===== src/rtl/core/incremental_disc_weighted_average_assert.svh =====
// Assertion macros for the disc weighted average core.
// Used by the top level; compiles to nothing when SYNTHESIS is defined.
`ifndef INCREMENTAL_DISC_WEIGHTED_AVERAGE_ASSERT_SVH
`define INCREMENTAL_DISC_WEIGHTED_AVERAGE_ASSERT_SVH
`ifndef SYNTHESIS
// Same-cycle implication.
`define IDWA_ASSERT_IMP(label, clk, rst_n, ante, cons) \
	label: assert property (@(posedge clk) disable iff (!rst_n) (ante) |-> (cons)) \
		else $error("idwa assertion failed");
// Next-cycle implication.
`define IDWA_ASSERT_NXT(label, clk, rst_n, ante, cons) \
	label: assert property (@(posedge clk) disable iff (!rst_n) (ante) |=> (cons)) \
		else $error("idwa assertion failed");
`else
`define IDWA_ASSERT_IMP(label, clk, rst_n, ante, cons)
`define IDWA_ASSERT_NXT(label, clk, rst_n, ante, cons)
`endif
`endif


===== src/rtl/core/idwa_ram.sv =====
// Generic single-write, single-read RAM with registered read data.
// No dependencies.
module idwa_ram #(
	parameter int WIDTH = 8,
	parameter int DEPTH = 16,
	localparam int AW = (DEPTH > 1) ? $clog2(DEPTH) : 1
) (
	input  logic             clk,
	input  logic             we,
	input  logic [AW-1:0]    waddr,
	input  logic [WIDTH-1:0] wdata,
	input  logic             re,
	input  logic [AW-1:0]    raddr,
	output logic [WIDTH-1:0] rdata
);

	logic [WIDTH-1:0] mem_q [DEPTH];
	logic [WIDTH-1:0] rdata_q;

	always_ff @(posedge clk) begin
		if (we) begin
			mem_q[waddr] <= wdata;
		end
		if (re) begin
			rdata_q <= mem_q[raddr];
		end
	end

	assign rdata = rdata_q;

endmodule


===== config.mk =====
export PLATFORM = sky130hd
export DESIGN_NAME = idwa_ram
export DESIGN_NICKNAME = d
export VERILOG_FILES = /design/src/rtl/core/incremental_disc_weighted_average_assert.svh /design/src/rtl/core/idwa_ram.sv
export SDC_FILE = /design/constraint.sdc
export NUM_CORES = 1
export LEC_CHECK = 0
export BUFFER_PORTS_ARGS = -buffer_cell sky130_fd_sc_hd__buf_2
export CORE_MARGIN = 2
export CORE_UTILIZATION = 55
export DETAILED_ROUTE_END_ITERATION = 6
export PLACE_DENSITY = 0.73
export SLEW_MARGIN = 25
export SYNTH_ARGS = -nofsm -noshare
export SYNTH_HDL_FRONTEND = slang
export SYNTH_SLANG_ARGS = --single-unit
export TNS_END_PERCENT = 50

===== constraint.sdc =====
create_clock -name clk -period 3.4 [get_ports clk]
set_clock_uncertainty 0.2 [all_clocks]
set_input_delay 0.17 -clock clk [delete_from_list [all_inputs] [get_ports clk]]
set_output_delay 0.17 -clock clk [all_outputs]
set_load 0.01 [all_outputs]

==> impl_results.md <==
- Status: complete, no violations
- Final WS setup: 1.46 ns
- Fillers: 577
- Pre-CTS setup slack: 1.15 ns
- Async SR Flop Fraction: 0%
- IO Count: 27
- Synthesized area: 5230 sq um
- Area of the multi-input gates: 1060 sq um
- DRT Wirelength: 9.57 mm
- Top-area cell type share of the netlist area: 78.1%
- WP buf/inv: 2
- CP endpoint kind: register
- Slew Limit Headroom: 32.3%
- EDFF count, synth: 136
- Crit Path Max Fanout: 8
- Crit path launch type: input pin
- Clock sink count: 136
- #FFs+latches synth: 136
- First-pass GRT wire length: 14.5 mm
- RePlAce Congestion: 0.753
- Total Nets Final: 300
- Wire per inst: 22.6 um
- Cell taking the most area after synthesis: edfxtp_1
- Diode count: 0
- Remaining DRCs: 0
- Leakage power: 0.00208 uW
- Crit-path slowest cell: nor2_1
- Synth cell types: 18
- Worst path cell trace: dlygate4sd3_1 > buf_2 > nand2b_1 > nor2_1
- Maximum number of pins on one net before global-route repair: 33
- Mux cell area share after synthesis: 14.8%
- Vias per inst: 5.78
- Post-cts resize count: 0
- Max-slew violations: 0
- CTS Buffer Depth: 2
- Setup violators final: 0
- Remaining antenna violation count: 0
- Initial antenna violation count: 0
- Post-Synth Adder-Cell Area: 0%
- Hold crit path type: in2reg
- Die Footprint: 10300 sq um
- Final count of hold timing violations: 0
- Max-cap violations: 0
- Commonest non-fill, non-tap cell in the layout: edfxtp_1
- Syn Nets: 248
- PortBufs: 26
- Initial Util: 56.6%
- Post-route non-filler standard cell count: 423
- Max Freq: 0.516 GHz
- YS warnings: 0
- Num rows: 35
- Worst Path Class, Setup: in2reg
- Cells after synthesis: 229
- Via count: 2443
- Share of layout cells above drive strength 1: 27.2%
- Period utilization: 57.0%
- Unrepaired setup endpoints after global routing: false
- Root buf cell: clkbuf_8
- WHS: 0.0627 ns
- Simple-gate portion of the synthesized area: 3.14%
- Htree depth: 4
- HPWL after DPL: 5.83 mm
- PD cells: 631 nW/um^2
- Largest cells by area after synthesis: edfxtp_1 78%, mux4_2 7.8%, mux4_1 7.0%
- Core area: 9240 sq um
- Clock transition at path regs: 0.06 ns
- Most frequent cells in the layout: 136 x edfxtp_1, 26 x buf_2, 18 x mux4_2, 16 x a22oi_1, 16 x clkbuf_16
- VDD IR max: 471 uV
- Critical path required time: 3.32 ns
- Cell family with most CP delay: simple AND/OR/NAND/NOR gates
- Drt first pass iters: 4
- Synth Area per Inst: 22.8 sq um
- Synth Area in XOR/XNOR: 0%
- Compound-Gate Fraction of Synth Area: 2.30%
- Vias in the first global route: 2519
- Hold_buf cts: 11
- Fin util: 66.9%
- Critical Path AT: 1.86 ns
- Layout area overhead: 18.3%
- Worst-Margin Slew: 1.01 ns
- Post-CTS Setup Repair Bufs: 0
- Num CTS Buffers: 17
- Largest family of logic cells by synthesized area: multiplexers
- DIE WIDTH: 101 um
- Clk_lat worst skew: 0.50 ns
- Post-synthesis sequential area ratio: 78.1%
- Final min period: 1.94 ns
- Setup TNS: 0 ns
- CTS tree: yes
- Total GRT Usage: 20.6%
- 1st-iter DRT viols: 266
- Die H: 101 um
- Max stage delay on crit path: 0.77 ns
- Global route overflow: 0
- Post-Place Cells: 380
- Top_reg_cell synth: edfxtp_1
- Register area: 4080 sq um
## logic make-up after synthesis
family                 Yosys count
AOI/OAI and AO/OA               16
muxes                           32
buffers and inverters           10
and+or+nand+nor                 35
DFF                            136
## power by group
part           internal [uW]  switching [uW]  total (uW)
Clock                   1180             647        1830
Sequential              1890            8.42        1900
Combinational           75.1            98.6         174
## routing by layer
metal | GRT usage, % | wire [um] | vias to the layer above
met5 | 0 | 0 | -
met4 | 9.67 | 55 | 0
met3 | 4.83 | 697 | 4
met2 | 31.4 | 4870 | 107
met1 | 28.6 | 3940 | 1244
li1 | - | - | 1088
## final timing paths
check	to	depth (start not counted)	slack (ns)	start
worst max-delay path	mem_q[10][0]	4	1.46	waddr[0]
worst min-delay path	mem_q[4][3]	3	0.06	waddr[1]
worst max register to register	rdata[3]	3	1.71	mem_q[1][3]
worst min register to register	rdata[6]	3	0.54	mem_q[12][6]
## worst min-delay path, cell delays in order
cell,delay [ns]
buf_2,0.16
nor3_1,0.09
buf_4,0.16
## layout make-up
| cell class | count | share of cell area, % |
|---|---|---|
| clock buffers | 18 | 6.76 |
| clock inverters | 14 | 2.91 |
| multi-input cells | 83 | 17.1 |
| flip-flops and latches | 136 | 66.0 |
| well taps | 129 | 2.61 |
| repair buffers | 43 | 4.61 |
## synthesized netlist by cell type (all sizes together), types with 2 or more instances
cell,count
a22oi,16
clkdlybuf4s25,3
edfxtp,136
nor3,4
nor2,13
buf,7
nand3b,2
mux4,32
nand2b,2
nand2,9
## metrics by stage
stage          cell area [sq um]  power (uW)
3_5_place_dp                5480        2100
2_1_floorplan               5230        2030
3_3_place_gp                5480        2090
6_report                    6190        3900
5_1_grt                     6190        4010
4_1_cts                     6190        3930
## flip-flops by register name, summed over array words and instances (netlist names)
register  count
mem_q       128
rdata         8
No activity file was read; power rests on OpenSTA's default activity.
