`src/rtl/core/incremental_disc_weighted_average_assert.svh`:
```
// Assertion macros for the disc weighted average core.
// Used by the top level; compiles to nothing when SYNTHESIS is defined.
`ifndef INCREMENTAL_DISC_WEIGHTED_AVERAGE_ASSERT_SVH
`define INCREMENTAL_DISC_WEIGHTED_AVERAGE_ASSERT_SVH
`ifndef SYNTHESIS
// Same-cycle implication.
`define IDWA_ASSERT_IMP(label, clk, rst_n, ante, cons) \
	label: assert property (@(posedge clk) disable iff (!rst_n) (ante) |-> (cons)) \
		else $error("idwa assertion failed");
// Next-cycle implication.
`define IDWA_ASSERT_NXT(label, clk, rst_n, ante, cons) \
	label: assert property (@(posedge clk) disable iff (!rst_n) (ante) |=> (cons)) \
		else $error("idwa assertion failed");
`else
`define IDWA_ASSERT_IMP(label, clk, rst_n, ante, cons)
`define IDWA_ASSERT_NXT(label, clk, rst_n, ante, cons)
`endif
`endif

```
`src/rtl/core/idwa_pkg.sv`:
```
// Shared widths, opcodes, constants and unit status type for the
// disc weighted average core. No dependencies.
package idwa_pkg;

	localparam int IDX_W     = 12;
	localparam int VAL_W     = 24;
	localparam int AREA_W    = 16;
	localparam int PROD_W    = VAL_W + AREA_W + 1;
	localparam int WSUM_W    = 53;
	localparam int ASUM_W    = 29;
	localparam int DIV_CNT_W = 6;

	typedef logic [1:0] opcode_t;
	localparam opcode_t OP_LOAD   = 2'd0;
	localparam opcode_t OP_START  = 2'd1;
	localparam opcode_t OP_ADD    = 2'd2;
	localparam opcode_t OP_REMOVE = 2'd3;

	localparam logic [VAL_W-1:0] VAL_MAX = {1'b0, {(VAL_W-1){1'b1}}};
	localparam logic [VAL_W-1:0] VAL_MIN = {1'b1, {(VAL_W-1){1'b0}}};

	// Status of a multi-cycle unit.
	typedef struct packed {
		logic busy;
		logic done;
	} unit_sts_t;

endpackage

```
`src/rtl/core/idwa_slot.sv`:
```
// Two-lane iterative reduction of point indexes modulo MAX_POINTS.
// Depends on idwa_pkg.
module idwa_slot #(
	parameter int MAX_POINTS = 4096,
	localparam int AW = (MAX_POINTS > 1) ? $clog2(MAX_POINTS) : 1
) (
	input  logic                        clk,
	input  logic                        arst_n,
	input  logic                        start,
	input  logic [idwa_pkg::IDX_W-1:0]  index_a,
	input  logic [idwa_pkg::IDX_W-1:0]  index_b,
	output logic [AW-1:0]               slot_a,
	output logic [AW-1:0]               slot_b,
	output idwa_pkg::unit_sts_t         sts
);

	localparam int IW    = idwa_pkg::IDX_W;
	localparam int SPAN  = 1 << IW;
	localparam int STEPS = (MAX_POINTS >= SPAN) ? 0 :
		$clog2((SPAN + MAX_POINTS - 1) / MAX_POINTS);
	localparam int CNT_W = (STEPS > 0) ? $clog2(STEPS + 1) : 1;
	localparam logic [IW:0] MOD_V = (MAX_POINTS >= SPAN) ? '0 : (IW+1)'(MAX_POINTS);

	logic [IW-1:0]    xa_q, xb_q;
	logic [CNT_W-1:0] cnt_q;
	logic             busy_q, done_q;
	logic [CNT_W-1:0] shift;
	logic [IW:0]      mod_sh;
	logic             fit_a, fit_b;

	assign shift  = CNT_W'(cnt_q - 1'b1);
	assign mod_sh = MOD_V << shift;
	assign fit_a  = {1'b0, xa_q} >= mod_sh;
	assign fit_b  = {1'b0, xb_q} >= mod_sh;

	// Subtract the shifted modulus from each lane, largest multiple first.
	always_ff @(posedge clk) begin
		if (start) begin
			xa_q <= index_a;
			xb_q <= index_b;
		end else if (busy_q) begin
			if (fit_a) begin
				xa_q <= xa_q - mod_sh[IW-1:0];
			end
			if (fit_b) begin
				xb_q <= xb_q - mod_sh[IW-1:0];
			end
		end
	end

	always_ff @(posedge clk or negedge arst_n) begin
		if (!arst_n) begin
			cnt_q  <= '0;
			busy_q <= 1'b0;
			done_q <= 1'b0;
		end else begin
			done_q <= 1'b0;
			if (start) begin
				cnt_q  <= CNT_W'(STEPS);
				busy_q <= (STEPS > 0);
				done_q <= (STEPS == 0);
			end else if (busy_q) begin
				cnt_q <= CNT_W'(cnt_q - 1'b1);
				if (cnt_q == CNT_W'(1)) begin
					busy_q <= 1'b0;
					done_q <= 1'b1;
				end
			end
		end
	end

	assign slot_a   = AW'(xa_q);
	assign slot_b   = AW'(xb_q);
	assign sts.busy = busy_q;
	assign sts.done = done_q;

endmodule

```
`config.mk`:
```
export PLATFORM = sky130hd
export DESIGN_NAME = idwa_slot
export DESIGN_NICKNAME = d
export VERILOG_FILES = /design/src/rtl/core/incremental_disc_weighted_average_assert.svh /design/src/rtl/core/idwa_pkg.sv /design/src/rtl/core/idwa_slot.sv
export SDC_FILE = /design/constraint.sdc
export NUM_CORES = 1
export LEC_CHECK = 0
export BUFFER_PORTS_ARGS = -buffer_cell sky130_fd_sc_hd__buf_2
export CAP_MARGIN = 30
export CELL_PAD_IN_SITES_DETAIL_PLACEMENT = 2
export CELL_PAD_IN_SITES_GLOBAL_PLACEMENT = 2
export CORE_MARGIN = 1.5
export CORE_UTILIZATION = 32
export CTS_BUF_LIST = sky130_fd_sc_hd__clkbuf_8 sky130_fd_sc_hd__clkbuf_16
export CTS_CLUSTER_SIZE = 8
export DETAILED_ROUTE_END_ITERATION = 8
export GPL_ROUTABILITY_DRIVEN = 0
export PLACE_DENSITY = 0.8
export SETUP_SLACK_MARGIN = 0.2
export SLEW_MARGIN = 10
export SYNTH_ARGS = -nofsm -noshare
export SYNTH_HDL_FRONTEND = slang
export SYNTH_SLANG_ARGS = --single-unit
```
`constraint.sdc`:
```
create_clock -name clk -period 2.6 [get_ports clk]
set_input_delay 0.52 -clock clk [delete_from_list [all_inputs] [get_ports clk]]
set_output_delay 0.52 -clock clk [all_outputs]
set_load 0.05 [all_outputs]
```
==> key figures <==
Synth
  • Commonest cells in the netlist: edfxtp_1, mux2_2, and2_1
  • Multiplexer share of the synthesized area: 18.0%
  • Sequential share of the synthesized area: between 70% and 80%
  • Synth Area in Compound Gates: 0.665%
  • Top-count cell post-synth: edfxtp_1
  • Synth Area in Simple Gates: 5.43%
  • Most common flop cell mapped by yosys: edfxtp_1
  • Yosys warnings: 0
  • Synth top area cells: edfxtp_1, mux2_2, dfrtp_1
  • Number of flops mapped to enable cells by yosys: 24
  • Avg Cell Area, Syn: between 15 and 20 um^2
  • Adder-cell area share of the yosys netlist: 0%
  • Xor/xnor cell area share of the yosys netlist: less than 1%
  • Synth Instances: between 60 and 70
  • #FFs+latches synth: 27
  • Top cell type by total area after synthesis: edfxtp_1
  • Share of the synthesized area in the top cell type: 63.9%
  • Syn Nets: 91
  • Post-synth ARST share: 11.1%
  • Syn Std Cell Area: 1130 um^2
  • Largest family of logic cells by synthesized area: multiplexers
  • Cell variety after synth: 13

Floorplan
  • Initial core utilization: 33.6%
  • Die width: between 60 and 70 um
  • Core Box Area: 3360 um^2
  • Die Y: 62.4 um
  • # IOs: 53
  • Site Rows: 21
  • Die area: around 3900 um^2

Layout
  • Finished Layout Cells: 159
  • Nets@finish: about 140
  • Final non-filler cell area: 1440 um^2
  • Final Core Density: 42.8%
  • N_diodes: 0
  • Area growth syn-to-layout: 27.5%
  • Share of layout cells above drive strength 1: 65.5%

Status
  • Status: finished clean

Worst setup path
  • Setup CP Type: register to output pin
  • Top delay family on crit path: flip-flops
  • Startpoint types: register
  • Worst reg-to-reg path cell count: 1
  • Critical Path AT: 1.04 ns
  • Buffers & Inverters on Critical Path: 1
  • FF-to-FF setup slack: 1.42 ns
  • Crit path max fanout: 6
  • R2R Path Start: busy_q$_DFF_PN0_
  • Max incr delay on CP: 0.45 ns
  • Critical-path top delay cell: dfrtp_1
  • R2r endpoint: slot_b[11]$_DFFE_PP_
  • CP Cell Sequence: buf_2
  • CP required: 2.08 ns
  • Crit. End Element: output pin

Detailed routing
  • Initial DRC count: 13
  • WL per Instance: 15.4 um
  • Routed Antenna Nets: 0
  • DRC violations left: 0
  • Vias post-DR: 712
  • Drt first pass iters: 3
  • WL final: 2.46 mm
  • DR vias/cell: roughly 4.5

STA
  • Fmax: 0.643 GHz
  • Least-Margin Pin Slew: between 0.6 and 0.7 ns
  • Clock Skews: 0.00962 ns
  • # setup viols final: 0
  • Worst hold slack: roughly 0.010 ns
  • Setup WS post-layout: 1.04 ns
  • Final setup TNS: 0 ns
  • Fin crit share: 59.9%
  • RSZ-0062 raised after global routing: no
  • Max-slew headroom: 55.5%
  • Max Slew Vio Count: 0
  • Minimum clock period: 1.56 ns
  • Final Hold Viols: 0

Global route
  • Vias in the first global route: 802
  • Largest net degree at the start of global routing: 36
  • Gr usage total: a little over an eighth
  • Initial antenna violation count: 0
  • Total gr overflow: 0
  • First-pass GRT wire length: between 4 and 5 mm

Worst hold path
  • Hold crit path type: primary input to async pin

Power
  • VDD IR max: 307 uV
  • Pwr Density: 665 nW/um^2
  • Total Power: 957 uW
  • Pleak: 0.611 nW

Clock tree
  • Max Root-Sink Buffers: 2
  • CTS sink count: 27
  • CTS tree: built
  • PostCTS Resize Cnt: 0
  • Setup bufs post-CTS: 0
  • Reg clk slew, reported paths: roughly 0.1 ns
  • CTS Hold Buffers Added: 0
  • CTS HTree Levels: 1
  • TritonCTS Buffers: 3
  • Clk_lat worst skew: 0.28 ns
  • Clk Tree Root Cell: clkbuf_8

Place
  • Detailed Place HPWL: ~1.9 mm
  • Dpl cell area: 1390 um^2
  • Placement Setup Slack: about 0.7 ns
  • Post-Place Cells: 155
  • Input/output buffers: 52

Flow run
  • # Max-Cap Violations: 0
[state kept, by name, summed over array words and instances, names as in the netlist]
register,flops
slot_a,12
slot_b,12
busy_q,1
cnt_q,1
done_q,1
[layout by cell type (no fill, tap or decap)]
cell | synthesis | layout
dfrtp_1 | 3 | 3
nor3b_1 | 1 | 1
mux2_2 | 18 | 18
edfxtp_1 | 24 | 24
or2_2 | 1 | 1
clkbuf_8 | 0 | 3
or2_1 | 1 | 1
and2_1 | 6 | 6
buf_2 | 0 | 52
a21o_1 | 1 | 1
xnor2_1 | 1 | 1
nor2_1 | 1 | 1
inv_1 | 0 | 1
[per-layer routing]
layer | vias up | global-route usage, % | share of wire (%)
met5 | - | 0 | 0
met4 | 0 | 5.00 | 1.5
met3 | 5 | 4.32 | 6.7
met2 | 29 | 25.3 | 56
met1 | 349 | 14.6 | 36
li1 | 329 | - | -
[final cells by class]
cell class	count	area, um^2
tap	46	57.6
clock inverter	1	3.75
fill	364	1920
timing repair buffer	52	260
clock buffer	3	41.3
sequential	27	796
multi-input combinational	30	280
[power by group]
group / switching, mW / internal [mW]
Sequential: 0.0124 / 0.508
Combinational: 0.137 / 0.0568
Clock: 0.137 / 0.106
[kinds of logic (layout without fill, tap and decap cells)]
kind of cell | count (synthesis) | count (layout)
DFF | 27 | 27
xor gates and xnor gates | 1 | 1
and+or+nand+nor | 10 | 10
buffers and inverters | 7 | 56
AOI/OAI and AO/OA | 1 | 1
muxes | 18 | 18
[worst max-delay path by stage]
stage / from / end / slack (ns) / depth (start not counted)
2_1_floorplan: start / slot_b[10]$_DFFE_PP_ / 1.22 / 3
3_3_place_gp: start / slot_b[3]$_DFFE_PP_ / 0.83 / 2
3_5_place_dp: start / slot_b[3]$_DFFE_PP_ / 0.71 / 2
4_1_cts: start / slot_b[11]$_DFFE_PP_ / 1.01 / 2
5_1_grt: start / slot_b[11]$_DFFE_PP_ / 0.95 / 2
6_report: busy_q$_DFF_PN0_ / sts[1] / 1.04 / 1
Note: power is estimated with default switching activity, not from simulation.
