[src/rtl/core/incremental_disc_weighted_average_assert.svh]
// Assertion macros for the disc weighted average core.
// Used by the top level; compiles to nothing when SYNTHESIS is defined.
`ifndef INCREMENTAL_DISC_WEIGHTED_AVERAGE_ASSERT_SVH
`define INCREMENTAL_DISC_WEIGHTED_AVERAGE_ASSERT_SVH
`ifndef SYNTHESIS
// Same-cycle implication.
`define IDWA_ASSERT_IMP(label, clk, rst_n, ante, cons) \
	label: assert property (@(posedge clk) disable iff (!rst_n) (ante) |-> (cons)) \
		else $error("idwa assertion failed");
// Next-cycle implication.
`define IDWA_ASSERT_NXT(label, clk, rst_n, ante, cons) \
	label: assert property (@(posedge clk) disable iff (!rst_n) (ante) |=> (cons)) \
		else $error("idwa assertion failed");
`else
`define IDWA_ASSERT_IMP(label, clk, rst_n, ante, cons)
`define IDWA_ASSERT_NXT(label, clk, rst_n, ante, cons)
`endif
`endif

[src/rtl/core/idwa_pkg.sv]
// Shared widths, opcodes, constants and unit status type for the
// disc weighted average core. No dependencies.
package idwa_pkg;

	localparam int IDX_W     = 12;
	localparam int VAL_W     = 24;
	localparam int AREA_W    = 16;
	localparam int PROD_W    = VAL_W + AREA_W + 1;
	localparam int WSUM_W    = 53;
	localparam int ASUM_W    = 29;
	localparam int DIV_CNT_W = 6;

	typedef logic [1:0] opcode_t;
	localparam opcode_t OP_LOAD   = 2'd0;
	localparam opcode_t OP_START  = 2'd1;
	localparam opcode_t OP_ADD    = 2'd2;
	localparam opcode_t OP_REMOVE = 2'd3;

	localparam logic [VAL_W-1:0] VAL_MAX = {1'b0, {(VAL_W-1){1'b1}}};
	localparam logic [VAL_W-1:0] VAL_MIN = {1'b1, {(VAL_W-1){1'b0}}};

	// Status of a multi-cycle unit.
	typedef struct packed {
		logic busy;
		logic done;
	} unit_sts_t;

endpackage

[src/rtl/core/idwa_div.sv]
// Bit-serial restoring divider: signed weighted sum by positive area sum,
// quotient truncated toward zero and saturated to Q12.12. Depends on idwa_pkg.
module idwa_div (
	input  logic                               clk,
	input  logic                               arst_n,
	input  logic                               start,
	input  logic signed [idwa_pkg::WSUM_W-1:0] dividend,
	input  logic [idwa_pkg::ASUM_W-1:0]        divisor,
	output logic signed [idwa_pkg::VAL_W-1:0]  quotient,
	output idwa_pkg::unit_sts_t                sts
);

	localparam int NW = idwa_pkg::WSUM_W;
	localparam int DW = idwa_pkg::ASUM_W;
	localparam int QW = idwa_pkg::VAL_W;
	localparam int CW = idwa_pkg::DIV_CNT_W;

	logic [NW-1:0] num_q;
	logic [DW-1:0] rem_q, den_q;
	logic          neg_q;
	logic [CW-1:0] cnt_q;
	logic          busy_q, done_q;
	logic [DW:0]   trial, diff;
	logic          fits;
	logic          pos_sat, neg_sat;

	assign trial = {rem_q, num_q[NW-1]};
	assign diff  = trial - {1'b0, den_q};
	assign fits  = trial >= {1'b0, den_q};

	always_ff @(posedge clk) begin
		if (start && !busy_q) begin
			num_q <= dividend[NW-1] ? NW'(~dividend + 1'b1) : dividend;
			neg_q <= dividend[NW-1];
			den_q <= divisor;
			rem_q <= '0;
		end else if (busy_q) begin
			num_q <= {num_q[NW-2:0], fits};
			rem_q <= fits ? diff[DW-1:0] : trial[DW-1:0];
		end
	end

	always_ff @(posedge clk or negedge arst_n) begin
		if (!arst_n) begin
			cnt_q  <= '0;
			busy_q <= 1'b0;
			done_q <= 1'b0;
		end else begin
			done_q <= 1'b0;
			if (start && !busy_q) begin
				cnt_q  <= CW'(NW);
				busy_q <= 1'b1;
			end else if (busy_q) begin
				cnt_q <= CW'(cnt_q - 1'b1);
				if (cnt_q == CW'(1)) begin
					busy_q <= 1'b0;
					done_q <= 1'b1;
				end
			end
		end
	end

	// Clamp the magnitude to the Q12.12 range, then apply the sign.
	assign pos_sat = |num_q[NW-1:QW-1];
	assign neg_sat = (|num_q[NW-1:QW]) || (num_q[QW-1] && (|num_q[QW-2:0]));

	always_comb begin
		if (neg_q) begin
			quotient = neg_sat ? idwa_pkg::VAL_MIN : QW'(~num_q[QW-1:0] + 1'b1);
		end else begin
			quotient = pos_sat ? idwa_pkg::VAL_MAX : num_q[QW-1:0];
		end
	end

	assign sts.busy = busy_q;
	assign sts.done = done_q;

endmodule

[config.mk]
export PLATFORM = sky130hd
export DESIGN_NAME = idwa_div
export DESIGN_NICKNAME = d
export VERILOG_FILES = /design/src/rtl/core/incremental_disc_weighted_average_assert.svh /design/src/rtl/core/idwa_pkg.sv /design/src/rtl/core/idwa_div.sv
export SDC_FILE = /design/constraint.sdc
export NUM_CORES = 1
export LEC_CHECK = 0
export BUFFER_PORTS_ARGS = -buffer_cell sky130_fd_sc_hd__clkbuf_2
export CORE_MARGIN = 4
export CORE_UTILIZATION = 45
export DETAILED_ROUTE_END_ITERATION = 8
export GPL_ROUTABILITY_DRIVEN = 1
export GPL_TIMING_DRIVEN = 0
export PLACE_DENSITY = 0.68
export SYNTH_ARGS = -nofsm -noshare
export SYNTH_HDL_FRONTEND = slang
export SYNTH_SLANG_ARGS = --single-unit
[constraint.sdc]
create_clock -name clk -period 4.1 [get_ports clk]
set_clock_uncertainty 0.1 [all_clocks]
set_input_delay 0.82 -clock clk [delete_from_list [all_inputs] [get_ports clk]]
set_output_delay 0.82 -clock clk [all_outputs]
set_load 0.02 [all_outputs]
==> impl_metrics.env <==
export IMPL_postLayoutCellArea_um2=10390
export IMPL_synth_area_leader_cell="edfxtp_1"
export IMPL_setup_slack_ns=-0.2575
export IMPL_dr_pass1_iters=7
export IMPL_holdWs_ns=0.1373
export IMPL_synth_seq_cells=120
export IMPL_clock_latency_ns=0.42
export IMPL_die_h_um=142.9
export IMPL_routed_via_density=5.854
export IMPL_grt_overflow=0
export IMPL_powerDensity_nw_per_um2=668.7
export IMPL_required_ns=3.18
export IMPL_setup_violations=17
export IMPL_cts_root_buf="clkbuf_16"
export IMPL_r2r_end="rem_q[16]$_SDFFE_PP0P_"
export IMPL_grt_pass1_wl_um=36500
export IMPL_nets=1203
export IMPL_ys_flop_type="edfxtp_1"
export IMPL_num_rows=49
export IMPL_seq_area_frac_synth_pct=39.95
export IMPL_hpwlAfterDp_um=16650
export IMPL_critical_path_class="flip-flop to output pin"
export IMPL_clkPwrFrac_pct=19.8
export IMPL_hold_class="input pin to async pin"
export IMPL_syn_to_final_growth_pct=26.82
export IMPL_p_seq_share_pct=35.1
export IMPL_ys_top_cells_by_count="nand2_1, o21ai_0, edfxtp_1"
export IMPL_ant_nets=0
export IMPL_swShare_pct=40.88
export IMPL_yosysMostFrequentCell="nand2_1"
export IMPL_irDropWorstVdd_v=0.0004059
export IMPL_comb_power_share_pct=45.2
export IMPL_nFillCells=1546
export IMPL_die_w_um=142.9
export IMPL_fin_util_pct=57.84
export IMPL_r2r_cells=13
export IMPL_violations="setup timing"
export IMPL_startpoint_type="flip-flop"
export IMPL_coreArea_um2=17960
export IMPL_grt_max_degree=43
export IMPL_netlist_area_um2=8193
export IMPL_antenna_found_initial=0
export IMPL_drt_wl_total_um=24260
export IMPL_dpl_instance_area_um2=9045
export IMPL_slew_viol_final=0
export IMPL_cts_path_max_buffers=2
export IMPL_post_route_drc_count=0
export IMPL_fp_dieArea_um2=20430
export IMPL_final_layout_size_suffix_gt1_share_pct=23.25
export IMPL_synth_warnings=0
export IMPL_maxSlewHeadroom_pct=44.12
export IMPL_fin_crit_sh_pct=106.3
export IMPL_syn_avg_cell_area_um2=8.934
export IMPL_drtIter0Drc=791
export IMPL_max_freq_ghz=0.2295
export IMPL_reg2reg_slack_ns=0.20
export IMPL_synthCells=917
export IMPL_clock_sinks=120
export IMPL_yosysUniqueCellTypes=75
export IMPL_cts_clk_slew_worst_paths_ns=0.06
export IMPL_p_switching_mw=2.840
export IMPL_cp_startpoint="num_q[1]$_DFFE_PP_"
export IMPL_pin_count=111
export IMPL_cts_htree_levels=4
export IMPL_worstSetupEndpointType="output pin"
export IMPL_hold_viol_final=0
export IMPL_cts_made_buffers=17
export IMPL_port_buffers=109
export IMPL_path_max_fanout=3
export IMPL_crit_arrival_ns=3.44
export IMPL_status="finished with violations"
export IMPL_synthTopCellsByArea="edfxtp_1, dfxtp_1, o21ai_0"
export IMPL_p_int_mw=4.108
export IMPL_synthArstFlopShare_pct=6.667
export IMPL_initial_core_util_pct=45.61
export IMPL_diodes=0
export IMPL_grt_usage_pct=22.52
export IMPL_vias=7762
export IMPL_min_period_ns=4.357
export IMPL_finalPower_mw=6.948
export IMPL_p_leak_nw=4.405
export IMPL_worstMarginPinSlew_ns=0.8350
export IMPL_cap_violations=0
export IMPL_netlist_area_leader_share_pct=30.42
export IMPL_rsz0062_at_grt="true"
export IMPL_worstReg2RegStart="num_q[52]$_DFFE_PP_"
export IMPL_tritoncts="yes"
export IMPL_wl_per_cell_um=18.29
export IMPL_place_gp_congestion=0.9176
export IMPL_pre_cts_slack_ns=-0.08826
export IMPL_grt_pass1_vias=7210
export IMPL_syn_num_nets=1036
export IMPL_synth_edff_count=83
==> power by group through the flow <==
stage	combinational (mW)	clock [mW]	sequential (mW)
global route	3.50	1.44	2.49
floorplan	2.14	0	2.24
detailed placement	2.78	0	2.40
finish	3.14	1.37	2.44
CTS	2.92	1.39	2.38
global placement	2.72	0	2.40
==> worst max-delay path by stage <==
| stage | slack (ns) | depth (start not counted) | end |
|---|---|---|---|
| 2_1_floorplan | 0.29 | 7 | quotient[12] |
| 3_3_place_gp | -0.11 | 13 | quotient[2] |
| 3_5_place_dp | -0.09 | 13 | quotient[2] |
| 4_1_cts | -0.14 | 10 | quotient[23] |
| 6_report | -0.26 | 10 | quotient[23] |
| 5_1_grt | -0.36 | 10 | quotient[23] |
==> placed cells by master (no fill, tap or decap), types with 7 or more instances in the layout <==
cell type,n
clkbuf_16,17
o21ai_1,12
o21ai_0,108
buf_4,39
xor2_1,64
or3_1,7
ha_1,32
mux2i_1,11
o31ai_1,12
dfrtp_1,8
and3_1,8
inv_1,54
nand2_1,133
o311ai_4,10
a211oi_1,7
o41ai_1,10
xnor2_1,14
dfxtp_1,29
clkbuf_1,31
a21o_1,14
a31oi_1,8
edfxtp_1,83
a21oi_1,43
nor2_1,38
buf_6,18
nor4_1,9
clkbuf_2,88
nor2b_1,7
nand3_1,9
nor3_1,17
==> layout make-up <==
class | instances | area, um^2 | share of cell area (%)
multi-input combinational | 697 | 4855 | 46.72
tap | 229 | 286.5 | 2.758
sequential | 120 | 3273 | 31.50
clock buffer | 17 | 425.4 | 4.094
buffer | 41 | 220.2 | 2.119
clock inverter | 15 | 111.4 | 1.072
timing repair buffer | 148 | 997.2 | 9.598
inverter | 59 | 221.5 | 2.131
==> metrics by stage <==
step	TNS (ns)	cells
after global placement	-0.5865	1255
final	-1.580	1326
after detailed placement	-0.3841	1256
after floorplan	0	917
after global routing	-3.433	1326
after CTS	-0.3289	1313
==> flip-flops by register name (all words and copies together), names as in the netlist <==
signal and flops:
busy_q 1, cnt_q 6, den_q 29, done_q 1
neg_q 1, num_q 53, rem_q 29
==> repair_timing <==
action	4_1_cts	5_1_grt
pin swaps	9	14
hold buffers	0	0
setup buffers	24	15
endpoints found under the setup margin	22	40
cloned	2	0
gates resized for setup	35	109
==> layer usage <==
layer	wire length (um)	GRT usage [%]	vias up	part of all wire [%]
li1	-	-	3709	-
met3	1638	4.722	87	6.8
met2	10860	34.50	340	45
met1	10910	31.44	3626	45
met4	847	8.504	0	3.5
met5	0	0	-	0
==> cells by family after synthesis <==
family | synth area share, %
mux | 1.619
compound gates | 21.49
fa+ha+maj | 5.284
xor+xnor | 8.338
buf+inv | 5.116
flops | 39.95
simple gates | 18.20
==> worst max-delay path, cell delays in order, from the launching register on <==
cell	delay (ns)
edfxtp_1	0.43
or3_4	0.43
nor4_4	0.22
nand4_1	0.21
or3_4	0.38
or3_4	0.33
or3_4	0.36
nor3_4	0.12
xor2_1	0.18
a31oi_1	0.13
buf_4	0.23
(Power assumes the default switching activity.)
